===== config.mk =====
export PLATFORM = sky130hd
export DESIGN_NAME = ultrasonic_avoidance_drive_fsm_unit
export DESIGN_NICKNAME = d
export VERILOG_FILES = /design/src/rtl/uad_pkg.sv /design/src/rtl/ultrasonic_avoidance_drive_fsm_unit.sv /design/src/rtl/uad_front.sv /design/src/rtl/uad_back.sv
export SDC_FILE = /design/constraint.sdc
export NUM_CORES = 1
export LEC_CHECK = 0
export ABC_AREA = 1
export BUFFER_PORTS_ARGS = -buffer_cell sky130_fd_sc_hd__buf_2
export CELL_PAD_IN_SITES_DETAIL_PLACEMENT = 1
export CELL_PAD_IN_SITES_GLOBAL_PLACEMENT = 2
export CORE_MARGIN = 5
export CORE_UTILIZATION = 34
export CTS_CLUSTER_SIZE = 24
export DETAILED_ROUTE_END_ITERATION = 8
export PLACE_DENSITY = 0.83
export SLEW_MARGIN = 20
export SYNTH_ARGS = -nofsm -noshare
export SYNTH_HDL_FRONTEND = slang
export SYNTH_SLANG_ARGS = --single-unit

===== constraint.sdc =====
create_clock -name clk -period 4.8 [get_ports clk]
set_input_delay 0.24 -clock clk [delete_from_list [all_inputs] [get_ports clk]]
set_output_delay 0.24 -clock clk [all_outputs]
set_load 0.02 [all_outputs]

===== src/rtl/uad_pkg.sv =====
// shared types and constants for the ultrasonic avoidance drive controller
// used by uad_front, uad_back and the top level; no dependencies
package uad_pkg;

  localparam int QDEPTH = 4;
  localparam int QAW = $clog2(QDEPTH);
  localparam int RDEPTH = 2;
  localparam int RAW = $clog2(RDEPTH);

  localparam logic [2:0] MODE_STOP = 3'd0;
  localparam logic [2:0] MODE_SCAN = 3'd1;
  localparam logic [2:0] MODE_PIVOT = 3'd2;
  localparam logic [2:0] MODE_HOLD = 3'd3;
  localparam logic [2:0] MODE_BACK = 3'd4;

  localparam logic [1:0] DIR_FORWARD = 2'd0;
  localparam logic [1:0] DIR_BACK = 2'd1;
  localparam logic [1:0] DIR_PIVOT_LEFT = 2'd2;
  localparam logic [1:0] DIR_PIVOT_RIGHT = 2'd3;

  localparam logic [6:0] SPD_STOP = 7'd0;
  localparam logic [6:0] SPD_FORWARD = 7'd65;
  localparam logic [6:0] SPD_PIVOT = 7'd100;
  localparam logic [6:0] SPD_BACK_SCAN = 7'd70;
  localparam logic [6:0] SPD_BACK_HOLD = 7'd50;

  localparam logic [2:0] REG_FRONT_BLOCK = 3'd0;
  localparam logic [2:0] REG_SIDE_BLOCK = 3'd1;
  localparam logic [2:0] REG_CRASH = 3'd2;
  localparam logic [2:0] REG_MAX_RANGE = 3'd3;
  localparam logic [2:0] REG_PIVOT = 3'd4;
  localparam logic [2:0] REG_HOLD = 3'd5;
  localparam logic [2:0] REG_REVERSE = 3'd6;

  localparam logic [7:0] RST_FRONT_BLOCK = 8'd30;
  localparam logic [7:0] RST_SIDE_BLOCK = 8'd10;
  localparam logic [7:0] RST_CRASH = 8'd10;
  localparam logic [7:0] RST_MAX_RANGE = 8'd100;
  localparam logic [15:0] RST_PIVOT = 16'd150;
  localparam logic [15:0] RST_HOLD = 16'd100;
  localparam logic [15:0] RST_REVERSE = 16'd250;

  typedef struct packed {
    logic [7:0] front_block_cm;
    logic [7:0] side_block_cm;
    logic [7:0] crash_cm;
    logic [7:0] max_range_cm;
    logic [15:0] pivot_ms;
    logic [15:0] hold_ms;
    logic [15:0] reverse_ms;
  } cfg_t;

  typedef struct packed {
    logic [31:0] now_ms;
    logic crash;
    logic correct;
    logic [1:0] pivot_dir;
  } item_t;

  typedef struct packed {
    logic is_stop;
    logic [1:0] direction;
    logic [6:0] speed_pct;
  } result_t;

endpackage


===== src/rtl/ultrasonic_avoidance_drive_fsm_unit.sv =====
// Obstacle-avoidance drive controller. One control tick (timestamp plus left,
// center and right distances) can be pushed every clock cycle while full is
// low. The front part clamps and classifies the tick in the cycle it is
// pushed and stores it in a four-entry command queue; the back part runs the
// mode machine on one queued tick per cycle while the result queue has room
// or is popped, and writes at most one command into a two-entry result queue.
// A command passes through both queues; full rises only when both queues are
// backed up by pop. Configuration registers are written through cfg_we,
// cfg_index and cfg_data; indexes beyond the register list are ignored.
// depends on uad_pkg, uad_front and uad_back
module ultrasonic_avoidance_drive_fsm_unit (
  input  logic clk,
  input  logic rst,
  input  logic cfg_we,
  input  logic [2:0] cfg_index,
  input  logic [15:0] cfg_data,
  input  logic push,
  output logic full,
  input  logic [31:0] now_ms,
  input  logic [7:0] left_raw_cm,
  input  logic [7:0] center_raw_cm,
  input  logic [7:0] right_raw_cm,
  output logic empty,
  input  logic pop,
  output logic is_stop,
  output logic [1:0] direction,
  output logic [6:0] speed_pct
);

  uad_pkg::cfg_t cfg;
  uad_pkg::item_t item;
  logic item_valid;
  logic item_take;

  always_ff @(posedge clk) begin
    if (rst) begin
      cfg.front_block_cm <= uad_pkg::RST_FRONT_BLOCK;
      cfg.side_block_cm <= uad_pkg::RST_SIDE_BLOCK;
      cfg.crash_cm <= uad_pkg::RST_CRASH;
      cfg.max_range_cm <= uad_pkg::RST_MAX_RANGE;
      cfg.pivot_ms <= uad_pkg::RST_PIVOT;
      cfg.hold_ms <= uad_pkg::RST_HOLD;
      cfg.reverse_ms <= uad_pkg::RST_REVERSE;
    end else if (cfg_we) begin
      unique case (cfg_index)
        uad_pkg::REG_FRONT_BLOCK: cfg.front_block_cm <= cfg_data[7:0];
        uad_pkg::REG_SIDE_BLOCK: cfg.side_block_cm <= cfg_data[7:0];
        uad_pkg::REG_CRASH: cfg.crash_cm <= cfg_data[7:0];
        uad_pkg::REG_MAX_RANGE: cfg.max_range_cm <= cfg_data[7:0];
        uad_pkg::REG_PIVOT: cfg.pivot_ms <= cfg_data;
        uad_pkg::REG_HOLD: cfg.hold_ms <= cfg_data;
        uad_pkg::REG_REVERSE: cfg.reverse_ms <= cfg_data;
        default: begin
        end
      endcase
    end
  end

  uad_front u_front (
    .clk(clk),
    .rst(rst),
    .cfg(cfg),
    .push(push),
    .full(full),
    .now_ms(now_ms),
    .left_raw_cm(left_raw_cm),
    .center_raw_cm(center_raw_cm),
    .right_raw_cm(right_raw_cm),
    .item_valid(item_valid),
    .item(item),
    .item_take(item_take)
  );

  uad_back u_back (
    .clk(clk),
    .rst(rst),
    .cfg(cfg),
    .item_valid(item_valid),
    .item(item),
    .item_take(item_take),
    .empty(empty),
    .pop(pop),
    .is_stop(is_stop),
    .direction(direction),
    .speed_pct(speed_pct)
  );

endmodule


===== src/rtl/uad_front.sv =====
// front part: clamps the three readings, classifies the tick and queues it
// depends on uad_pkg
module uad_front (
  input  logic clk,
  input  logic rst,
  input  uad_pkg::cfg_t cfg,
  input  logic push,
  output logic full,
  input  logic [31:0] now_ms,
  input  logic [7:0] left_raw_cm,
  input  logic [7:0] center_raw_cm,
  input  logic [7:0] right_raw_cm,
  output logic item_valid,
  output uad_pkg::item_t item,
  input  logic item_take
);

  uad_pkg::item_t mem [uad_pkg::QDEPTH];
  logic [uad_pkg::QAW-1:0] wptr;
  logic [uad_pkg::QAW-1:0] rptr;
  logic [uad_pkg::QAW:0] count;
  logic [7:0] l;
  logic [7:0] c;
  logic [7:0] r;
  logic ld;
  logic rd;
  logic wr;
  logic rd_fire;
  uad_pkg::item_t cls;

  function automatic logic [7:0] clamp(input logic [7:0] v, input logic [7:0] mx);
    clamp = (v == 8'd0 || v > mx) ? mx : v;
  endfunction

  always_comb begin
    l = clamp(left_raw_cm, cfg.max_range_cm);
    c = clamp(center_raw_cm, cfg.max_range_cm);
    r = clamp(right_raw_cm, cfg.max_range_cm);
    ld = l < cfg.side_block_cm;
    rd = r < cfg.side_block_cm;
    cls.now_ms = now_ms;
    cls.crash = c < cfg.crash_cm;
    cls.correct = (c < cfg.front_block_cm) || ld || rd;
    if (ld != rd) begin
      cls.pivot_dir = ld ? uad_pkg::DIR_PIVOT_RIGHT : uad_pkg::DIR_PIVOT_LEFT;
    end else begin
      cls.pivot_dir = (l <= r) ? uad_pkg::DIR_PIVOT_RIGHT : uad_pkg::DIR_PIVOT_LEFT;
    end
  end

  assign full = (count == (uad_pkg::QAW+1)'(uad_pkg::QDEPTH));
  assign item_valid = (count != '0);
  assign item = mem[rptr];
  assign wr = push && !full;
  assign rd_fire = item_take && item_valid;

  always_ff @(posedge clk) begin
    if (wr) begin
      mem[wptr] <= cls;
    end
  end

  always_ff @(posedge clk) begin
    if (rst) begin
      wptr <= '0;
      rptr <= '0;
      count <= '0;
    end else begin
      if (wr) begin
        wptr <= wptr + 1'b1;
      end
      if (rd_fire) begin
        rptr <= rptr + 1'b1;
      end
      if (wr && !rd_fire) begin
        count <= count + 1'b1;
      end else if (rd_fire && !wr) begin
        count <= count - 1'b1;
      end
    end
  end

  a_count_range: assert property (@(posedge clk) disable iff (rst)
    count <= (uad_pkg::QAW+1)'(uad_pkg::QDEPTH))
    else $error("command queue overfilled");
  a_count_up: assert property (@(posedge clk) disable iff (rst)
    (wr && !rd_fire) |=> count == $past(count) + 1'b1)
    else $error("command queue count lost a write");
  a_count_down: assert property (@(posedge clk) disable iff (rst)
    (rd_fire && !wr) |=> count == $past(count) - 1'b1)
    else $error("command queue count lost a read");

endmodule


===== src/rtl/uad_back.sv =====
// back part: mode machine with timers, and the result queue
// depends on uad_pkg
module uad_back (
  input  logic clk,
  input  logic rst,
  input  uad_pkg::cfg_t cfg,
  input  logic item_valid,
  input  uad_pkg::item_t item,
  output logic item_take,
  output logic empty,
  input  logic pop,
  output logic is_stop,
  output logic [1:0] direction,
  output logic [6:0] speed_pct
);

  logic [2:0] mode;
  logic [2:0] mode_next;
  logic [31:0] mode_start_ms;
  logic [31:0] mode_start_ms_next;
  logic [31:0] elapsed;
  logic emit;
  uad_pkg::result_t res;
  uad_pkg::result_t rmem [uad_pkg::RDEPTH];
  logic [uad_pkg::RAW-1:0] rwptr;
  logic [uad_pkg::RAW-1:0] rrptr;
  logic [uad_pkg::RAW:0] rcount;
  logic pop_fire;
  logic res_wr;

  assign pop_fire = pop && !empty;
  assign empty = (rcount == '0);
  assign item_take = item_valid &&
    (rcount != (uad_pkg::RAW+1)'(uad_pkg::RDEPTH) || pop_fire);
  assign res_wr = item_take && emit;
  assign elapsed = item.now_ms - mode_start_ms;
  assign is_stop = rmem[rrptr].is_stop;
  assign direction = rmem[rrptr].direction;
  assign speed_pct = rmem[rrptr].speed_pct;

  always_comb begin
    mode_next = mode;
    mode_start_ms_next = mode_start_ms;
    emit = 1'b0;
    res = '{is_stop: 1'b0, direction: uad_pkg::DIR_FORWARD, speed_pct: uad_pkg::SPD_FORWARD};
    unique case (mode)
      uad_pkg::MODE_SCAN: begin
        emit = 1'b1;
        if (item.crash) begin
          mode_next = uad_pkg::MODE_BACK;
          mode_start_ms_next = item.now_ms;
          res.direction = uad_pkg::DIR_BACK;
          res.speed_pct = uad_pkg::SPD_BACK_SCAN;
        end else if (item.correct) begin
          mode_next = uad_pkg::MODE_PIVOT;
          mode_start_ms_next = item.now_ms;
          res.direction = item.pivot_dir;
          res.speed_pct = uad_pkg::SPD_PIVOT;
        end
      end
      uad_pkg::MODE_PIVOT: begin
        if (elapsed >= {16'd0, cfg.pivot_ms}) begin
          emit = 1'b1;
          mode_start_ms_next = item.now_ms;
          if (item.correct) begin
            res.direction = item.pivot_dir;
            res.speed_pct = uad_pkg::SPD_PIVOT;
          end else begin
            mode_next = uad_pkg::MODE_HOLD;
          end
        end
      end
      uad_pkg::MODE_HOLD: begin
        if (item.crash) begin
          emit = 1'b1;
          mode_next = uad_pkg::MODE_BACK;
          mode_start_ms_next = item.now_ms;
          res.direction = uad_pkg::DIR_BACK;
          res.speed_pct = uad_pkg::SPD_BACK_HOLD;
        end else if (item.correct) begin
          emit = 1'b1;
          mode_next = uad_pkg::MODE_PIVOT;
          mode_start_ms_next = item.now_ms;
          res.direction = item.pivot_dir;
          res.speed_pct = uad_pkg::SPD_PIVOT;
        end else if (elapsed >= {16'd0, cfg.hold_ms}) begin
          mode_next = uad_pkg::MODE_SCAN;
        end
      end
      uad_pkg::MODE_BACK: begin
        if (elapsed >= {16'd0, cfg.reverse_ms}) begin
          emit = 1'b1;
          mode_next = uad_pkg::MODE_SCAN;
          res.is_stop = 1'b1;
          res.direction = uad_pkg::DIR_FORWARD;
          res.speed_pct = uad_pkg::SPD_STOP;
        end
      end
      default: begin
        mode_next = uad_pkg::MODE_SCAN;
      end
    endcase
  end

  always_ff @(posedge clk) begin
    if (rst) begin
      mode <= uad_pkg::MODE_STOP;
      mode_start_ms <= '0;
    end else if (item_take) begin
      mode <= mode_next;
      mode_start_ms <= mode_start_ms_next;
    end
  end

  always_ff @(posedge clk) begin
    if (res_wr) begin
      rmem[rwptr] <= res;
    end
  end

  always_ff @(posedge clk) begin
    if (rst) begin
      rwptr <= '0;
      rrptr <= '0;
      rcount <= '0;
    end else begin
      if (res_wr) begin
        rwptr <= rwptr + 1'b1;
      end
      if (pop_fire) begin
        rrptr <= rrptr + 1'b1;
      end
      if (res_wr && !pop_fire) begin
        rcount <= rcount + 1'b1;
      end else if (pop_fire && !res_wr) begin
        rcount <= rcount - 1'b1;
      end
    end
  end

  a_rcount_range: assert property (@(posedge clk) disable iff (rst)
    rcount <= (uad_pkg::RAW+1)'(uad_pkg::RDEPTH))
    else $error("result queue overfilled");
  a_stop_from_back: assert property (@(posedge clk) disable iff (rst)
    (res_wr && res.is_stop) |-> mode == uad_pkg::MODE_BACK)
    else $error("stop command outside reverse");
  a_idle_to_scan: assert property (@(posedge clk) disable iff (rst)
    (item_take && mode == uad_pkg::MODE_STOP) |=> mode == uad_pkg::MODE_SCAN)
    else $error("stop mode did not move to scan");
  a_hold_silent_exit: assert property (@(posedge clk) disable iff (rst)
    (item_take && mode == uad_pkg::MODE_HOLD && mode_next == uad_pkg::MODE_SCAN)
      |-> !emit)
    else $error("hold exit produced a command");

endmodule


==> out/qor.txt <==
Leak Pwr = 8.68 nW
crit path DAT = 4.96 ns
Top Ports = 92
ys flop type = edfxtp_1
maximum VDD drop = 0.367 mV
1st-iter DRT viols = 606
crit path max fanout = 16
fraction of layout cells with a size suffix above 1 = 0.125
Critical Path RT = 5.21 ns
htree depth = 2
CP Class = reg2reg
Initial Util = 0.342
Post-synth EDFFs = 158
Mapped Area = 16300 µm²
crit-path most repeated cell = nand2_1
clock skew = 0.0306 ns
Overall Global Routing Usage = 0.174
via/cell ratio = 4.90
RSZ-0062 raised after global routing = yes
number of antenna violations at the first check in global routing = 1
Routed WL = 46900 µm
Final min period = 4.55 ns
power per cell area = 795 nW/µm²
post-route ant nets = 0
critical path capture point type = flop
max-slew violation count = 0
Final TNS setup = 0 ns
total grt overflow = 0
final instance area = 19500 µm²
MaxCap Viol Count = 0
Max Clock Freq = 0.220 GHz
FFs w/ async S/R, synth = 0
growth of design area from synthesis to finish = 20.1%
Yosys Warn Count = 0
Filler Cell Count = 5694
Final Hold Viols = 0
Cell variety after synth = 46
Hold Startpoint = cfg_data[13]
CP max stage delay = 0.48 ns
Syn Inst Count = 2020
Total Power = 15.5 mW
CTS clk-pin slew, worst paths = 0.06 ns
Die Span X = 229 µm
largest net degree at the start of global routing = 72
vias after detailed routing = 13726
wire length per cell = 16.7 µm
dpl hpwl = 34700 µm
placed instance area = 17500 µm²
status = completed
port buffer count = 90
final weighted congestion of routability-driven global placement = 0.834
fin crit share = 0.948
CORE AREA = 47500 µm²
Hold/Removal Path Class = in2reg
Clock Root Buffer = clkbuf_16
Post-Place Setup Slack = -0.125 ns
Synth Register Bits = 287
Worst Setup Start Kind = flop
die height = 229 µm
clk buf depth = 3
Synth top area share = 0.292
number of clock sinks = 287
register area share after synthesis = 0.451
largest area contributor in the netlist = edfxtp_1
Hold WS = 0.0245 ns
first-pass GRT wire length = 74500 µm
vias in the first global route = 14297
Synth Area per Inst = 8.05 µm²
slack of the critical path = 0.251 ns
Worst-Skew Late Latency = 0.56 ns
Final Setup Violations = 0
top cells by area, synth = edfxtp_1 29%, dfxtp_1 16%, ha_1 11%, nand2_1 11%, inv_1 7.0%
number of buffers created by CTS = 34
TritonRoute pass-1 iters = 5
relative slew slack = 0.262
syn nets = 2249
CP bufs+invs = 5
CP max-delay cell = ha_1
Worst Tran Pin Value = 1.10 ns
die area = 52300 µm²
drt drc = 0
CP delay by family, top = simple AND/OR/NAND/NOR gates
final layout net count = 2391
CTS tree = built
Cell Rows = 80
-- final timing paths --
kind	to	slack, ns	cells after the start
max	u_back.rcount[1]$_SDFFE_PP0P_	0.25	28
min	cfg[13]$_SDFFE_PP0P_	0.02	3
max reg2reg	u_back.rcount[1]$_SDFFE_PP0P_	0.25	28
min reg2reg	cfg[77]$_SDFFE_PP0P_	0.46	2
-- Yosys cell counts, drive strengths merged, types with 10 or more instances --
library cell  instances
edfxtp              158
buf                  10
dfxtp               129
inv                 306
a21oi               138
o21ai               158
o22ai                30
nand4                12
o211ai               28
nand2               463
nand3                58
xor2                 15
ha                  147
clkbuf               43
a211oi               12
nor2                258
-- stage by stage --
stage | instances | util
floorplan | 2020 | -
finish | 2804 | 0.411
global placement | 2696 | 0.368
CTS | 2794 | 0.399
global route | 2804 | 0.411
detailed placement | 2697 | 0.369
-- power breakdown --
part	switching [mW]	internal, mW
sequential	0.141	3.01
combinational	6.17	3.68
clock	1.04	1.47
total	7.35	8.16
-- layout make-up --
type | count | area, µm² | area share
diodes | 1 | 2.50 | 0.000128
clock buffers | 44 | 918 | 0.0470
clock inverters | 18 | 154 | 0.00788
inverters | 309 | 1170 | 0.0599
multi-input cells | 1371 | 7950 | 0.407
flip-flops and latches | 287 | 7330 | 0.375
well taps | 615 | 769 | 0.0394
repair buffers | 159 | 1230 | 0.0631
-- registers in the layout (all words and copies together), names as in the netlist, named ones only --
name	flops
u_back.rmem	18
u_back.mode	3
u_front.mem	140
u_back.rrptr	1
u_back.mode_start_ms	32
cfg	80
u_back.rwptr	1
u_front.wptr	2
u_front.count	3
u_back.rcount	2
u_front.rptr	2
-- cell usage in the layout, fill, tap and decap left out, types with 10 or more instances in the layout --
| cell type | synthesis | final |
|---|---|---|
| a211oi_1 | 12 | 11 |
| inv_1 | 303 | 301 |
| edfxtp_1 | 158 | 158 |
| nand2_1 | 457 | 450 |
| o22ai_1 | 30 | 21 |
| dfxtp_1 | 129 | 127 |
| o21ai_0 | 156 | 142 |
| clkbuf_16 | 0 | 38 |
| nand3_1 | 56 | 53 |
| nand4_1 | 10 | 10 |
| buf_2 | 1 | 90 |
| o21ai_1 | 2 | 16 |
| ha_1 | 147 | 131 |
| a21oi_1 | 138 | 136 |
| nor2_1 | 248 | 239 |
| dlygate4sd3_1 | 0 | 35 |
| nand2_2 | 6 | 13 |
| buf_4 | 1 | 22 |
| o211ai_1 | 28 | 28 |
| nor2_4 | 2 | 10 |
-- layer usage --
layer	share of wire	GRT usage	wire length (µm)
met4	0.019	0.0412	906
met2	0.48	0.299	22500
met5	0	0	0
met3	0.028	0.0263	1290
met1	0.47	0.232	22200
-- tightest hold or removal path, delay by kind of cell --
kind / cells / cell delay [ns]
AO/OA/AOI/OAI: 2 / 0.18
buffers and inverters: 1 / 0.10
-- kinds of logic after synthesis --
logic type | synth area share
mux | 0.00623
other cells | 0.000231
simple gates | 0.205
buf+inv | 0.0866
fa+ha+maj | 0.116
flops | 0.451
xor+xnor | 0.00862
compound gates | 0.127
-- repair_timing --
action / 4_1_cts / 5_1_grt
pin swaps: 0 / 12
hold endpoints to repair: 131 / 0
gates resized for setup: 5 / 88
hold buffers: 35 / 0
setup buffers: 0 / 4
endpoints found under the setup margin: 10 / 39
gates cloned: 0 / 4
(Power assumes the default switching activity.)
